<file path="src/sv/assert_macros.svh">
// Assertion macros shared by the convex hull RTL
`ifndef ASSERT_MACROS_SVH
`define ASSERT_MACROS_SVH
// assert that a condition holds whenever reset is released
`define ASSERT_ALWAYS(lbl, clk, rstn, cond) \
  lbl: assert property (@(posedge clk) disable iff (!rstn) (cond)) \
    else $error("assertion failed");
// assert that an antecedent implies a consequent in the next cycle
`define ASSERT_NEXT(lbl, clk, rstn, ante, cons) \
  lbl: assert property (@(posedge clk) disable iff (!rstn) (ante) |=> (cons)) \
    else $error("assertion failed");
`endif

</file>
<file path="src/sv/chgs_pkg.sv">
// Package: types and constants of the convex hull block
package chgs_pkg;
  localparam int unsigned MaxPoints = 32;
  localparam int unsigned CoordBits = 21;
  localparam int unsigned PosBits = 5;

  typedef enum logic [4:0] {
    ST_LOAD,
    ST_PIV,
    ST_SORT_INIT,
    ST_SORT_RD,
    ST_SORT_CMP,
    ST_SORT_PUT,
    ST_REV_FIND,
    ST_REV_SWAP,
    ST_SCAN_INIT,
    ST_SCAN_CMP,
    ST_LIST,
    ST_HULL_INIT,
    ST_HULL_DUP,
    ST_HULL_OUT,
    ST_DONE
  } state_e;

  // selector for the shared cross-product unit
  typedef enum logic [1:0] {
    OP_TURN,
    OP_DIST
  } op_e;
endpackage

</file>
<file path="src/sv/chgs_cross.sv">
// Shared arithmetic unit: two products per beat, registered, then a signed difference/sum
module chgs_cross #(
  parameter int unsigned CoordBits = chgs_pkg::CoordBits
) (
  input  logic                            clk_i,
  input  chgs_pkg::op_e                   op_i,
  input  logic signed [CoordBits:0]       a0_i,
  input  logic signed [CoordBits:0]       b0_i,
  input  logic signed [CoordBits:0]       a1_i,
  input  logic signed [CoordBits:0]       b1_i,
  output logic signed [2*CoordBits+3:0]   res_o
);
  logic signed [2*CoordBits+1:0] p0_q, p1_q;
  chgs_pkg::op_e op_q;

  always_ff @(posedge clk_i) begin
    p0_q <= a0_i * b0_i;
    p1_q <= a1_i * b1_i;
    op_q <= op_i;
  end

  // turn: a0*b0 - a1*b1 ; distance: a0*b0 + a1*b1
  always_comb begin
    if (op_q == chgs_pkg::OP_DIST) begin
      res_o = {{2{p0_q[2*CoordBits+1]}}, p0_q} + {{2{p1_q[2*CoordBits+1]}}, p1_q};
    end else begin
      res_o = {{2{p0_q[2*CoordBits+1]}}, p0_q} - {{2{p1_q[2*CoordBits+1]}}, p1_q};
    end
  end
endmodule

</file>
<file path="config.mk">
export PLATFORM = sky130hd
export DESIGN_NAME = chgs_cross
export DESIGN_NICKNAME = d
export VERILOG_FILES = /design/src/sv/assert_macros.svh /design/src/sv/chgs_pkg.sv /design/src/sv/chgs_cross.sv
export SDC_FILE = /design/constraint.sdc
export NUM_CORES = 2
export LEC_CHECK = 0
export BUFFER_PORTS_ARGS = -buffer_cell sky130_fd_sc_hd__buf_2
export CORE_ASPECT_RATIO = 1.25
export CORE_UTILIZATION = 30
export DETAILED_ROUTE_END_ITERATION = 10
export PLACE_DENSITY = 0.56
export SETUP_SLACK_MARGIN = 0.5
export SLEW_MARGIN = 20
export SYNTH_ARGS = -nofsm -noshare
export SYNTH_HDL_FRONTEND = slang
export SYNTH_SLANG_ARGS = --single-unit
</file>
<file path="constraint.sdc">
create_clock -name clk_i -period 6.31 [get_ports clk_i]
set_input_delay 0.631 -clock clk_i [delete_from_list [all_inputs] [get_ports clk_i]]
set_output_delay 0.631 -clock clk_i [all_outputs]
set_load 0.02 [all_outputs]
</file>
==> metrics.txt <==
fin worst setup slack=-0.167 ns; CP required=6.62 ns; WL/cell=17.5 um; die height=415 um; CP max FO=6; Max-cap violations=0; # DRC=0; GR Util All Layers=17.8%; Net Count, Synth=5938; largest area contributor in the netlist=fa_1; Primary FF master, synth=dfxtp_1; clock buffer depth=2; critical path depth=24; CP peak stage delay=0.57 ns; mean post-synth cell area=9.04 um^2; most frequent cells in the layout=998 x inv_1, 945 x fa_1, 599 x nand2_1; final hold slack=0.353 ns; Slew headroom=53.2%; Fmax achieved=0.154 GHz; Cell Area, Synth=0.0409 mm^2; synth warn=0; Post-DRT Antenna Nets=0; nets=6490; Root Driver=clkbuf_16; grt ovf=0; Layout area overhead=25.3%; WP buf/inv=6; crit path time final=6.48 ns; row cnt=151; Synth Instances=4529; layout cells sized above 1=22.9%; core area=0.135 mm^2; DIE AREA=0.138 mm^2; IO buf count=136; pin count of the biggest net entering global routing=20; DR vias=31800; max-slew violations=0; hold depth=1; first-pass GRT wire length=193 mm; failing checks=negative setup slack; DR pass1 iterations=5; vias in the first global route=35500; # IOs=137; Yosys reg bits=90; register area=0.00180 mm^2; final-layout fill cell count=13500; Crit path max-delay family=adder cells; CTS tree=done; Clock Sinks=90; status=finished, violations left; critical path's slowest cell=fa_1; total wire length=120 mm; setup violators final=18; period utilisation layout=103%; post-synth cell types=69; CP endpoint kind=flip-flop; Clock transition at path regs=0.08 ns; Hold WC Path Type=in2reg; final hold vios=0; Final Instance Area=0.0513 mm^2; Worst Path Class, Setup=in2reg; Via density=4.64; Multi-input gate area=0.0364 mm^2; initial antenna violation count=2; RSZ-0062 raised after global routing=yes; Post-synth EDFFs=0; DP Area=0.0476 mm^2; Num CTS Buffers=9; most common library cell in the layout ignoring fill and taps=inv_1; Worst Path Arrival=6.78 ns; crit-path most repeated cell=fa_1; H-tree depth=3; drt initial violations=1514; startpoint class of the critical path=primary input; top cells by area, synth=fa_1 49%, inv_1 9.6%, ha_1 9.6%; Initial Utilization=30.2%; hpwl dp=104 mm; routability cong.=0.903; critical-path cell list=buf_12 -> buf_8 -> and2_4 -> fa_2 -> fa_1 -> inv_1 -> fa_1 -> fa_1 -> inv_2 -> fa_1 -> fa_1 -> inv_2 -> fa_1 -> inv_2 -> ha_4 -> and3_4 -> and4_1 -> or3_1 -> o22ai_2 -> nor2_2 -> a211o_4 -> nor2b_4 -> o211a_1 -> a211oi_2; share of the synthesized area in the top cell type=49.1%; asr flop ratio synth=0%; Die W=332 um; worst-margin pin slew=0.696 ns; sequential area share after synthesis=4.40%
synth_stat cells, drive strengths merged (11+ instances only):
cell and number:
a211oi 24, a21o 60, a21oi 98, a31oi 15
and2 384, and3 12, clkbuf 199, dfxtp 90
fa 1003, ha 315, inv 1051, nand2 619
nand2b 21, nand3 27, nand4 17, nor2 137
nor3 31, o211ai 11, o21a 19, o21ai 72
o21bai 14, o31ai 18, xnor2 115, xor2 61
per-layer routing:
| metal | up-vias | global-route usage (%) | wire length [um] |
|---|---|---|---|
| met3 | 212 | 1.99 | 5040 |
| met5 | - | 0 | 0 |
| li1 | 14500 | - | - |
| met1 | 16400 | 20.8 | 46500 |
| met4 | 0 | 6.15 | 5000 |
| met2 | 686 | 33.3 | 63000 |
sequential cells by signal, indices dropped and copies added, names as in the netlist:
register / flops
op_q: 2
p0_q: 44
p1_q: 44
through the flow:
step                      setup TNS (ns)  setup slack (ns)  std cells  util (%)
after global placement            -24.01            -0.796       6734      35.1
final                              -1.23            -0.167       6846      37.8
after detailed placement          -23.90            -0.778       6734      35.1
after CTS                          -1.16            -0.210       6787      36.6
after floorplan                    -2.85            -0.277       4529         -
after global routing               -7.06            -0.369       6845      37.8
repair_timing:
action,in CTS,in global routing
hold buffers,0,0
pin swaps,188,177
endpoints found under the setup margin,63,69
resized for setup,356,280
hold endpoints to repair,0,0
cloned,0,3
setup buffers,37,55
layout make-up:
cell class | instances | area share (%)
Antenna cell | 1 | 0.00488
Inverter | 1052 | 7.73
Tap cell | 1759 | 4.29
Sequential cell | 90 | 3.51
Timing Repair Buffer | 744 | 12.8
Clock buffer | 9 | 0.439
Clock inverter | 7 | 0.154
Multi-Input combinational cell | 3184 | 71.1
final timing paths:
kind	slack, ns	startpoint	to
max	-0.17	b0_i[9]	p0_q[43]
min	0.35	op_i[1]	op_q[1]
cells by family (layout without fill, tap and decap cells):
logic type	count (synthesis)	after routing	synth area share, %
adders and majority gates	1318	1318	58.7
and+or+nand+nor	1295	1295	15.2
buffers and inverters	1255	1812	11.5
AOI/OAI and AO/OA	392	392	6.35
xor gates and xnor gates	176	176	3.77
DFF	90	90	4.40
muxes	3	3	0.0734
other	0	1	0
Power is not shown: default switching activity piles up to over one toggle a cycle in this logic, so the estimate is an artifact.
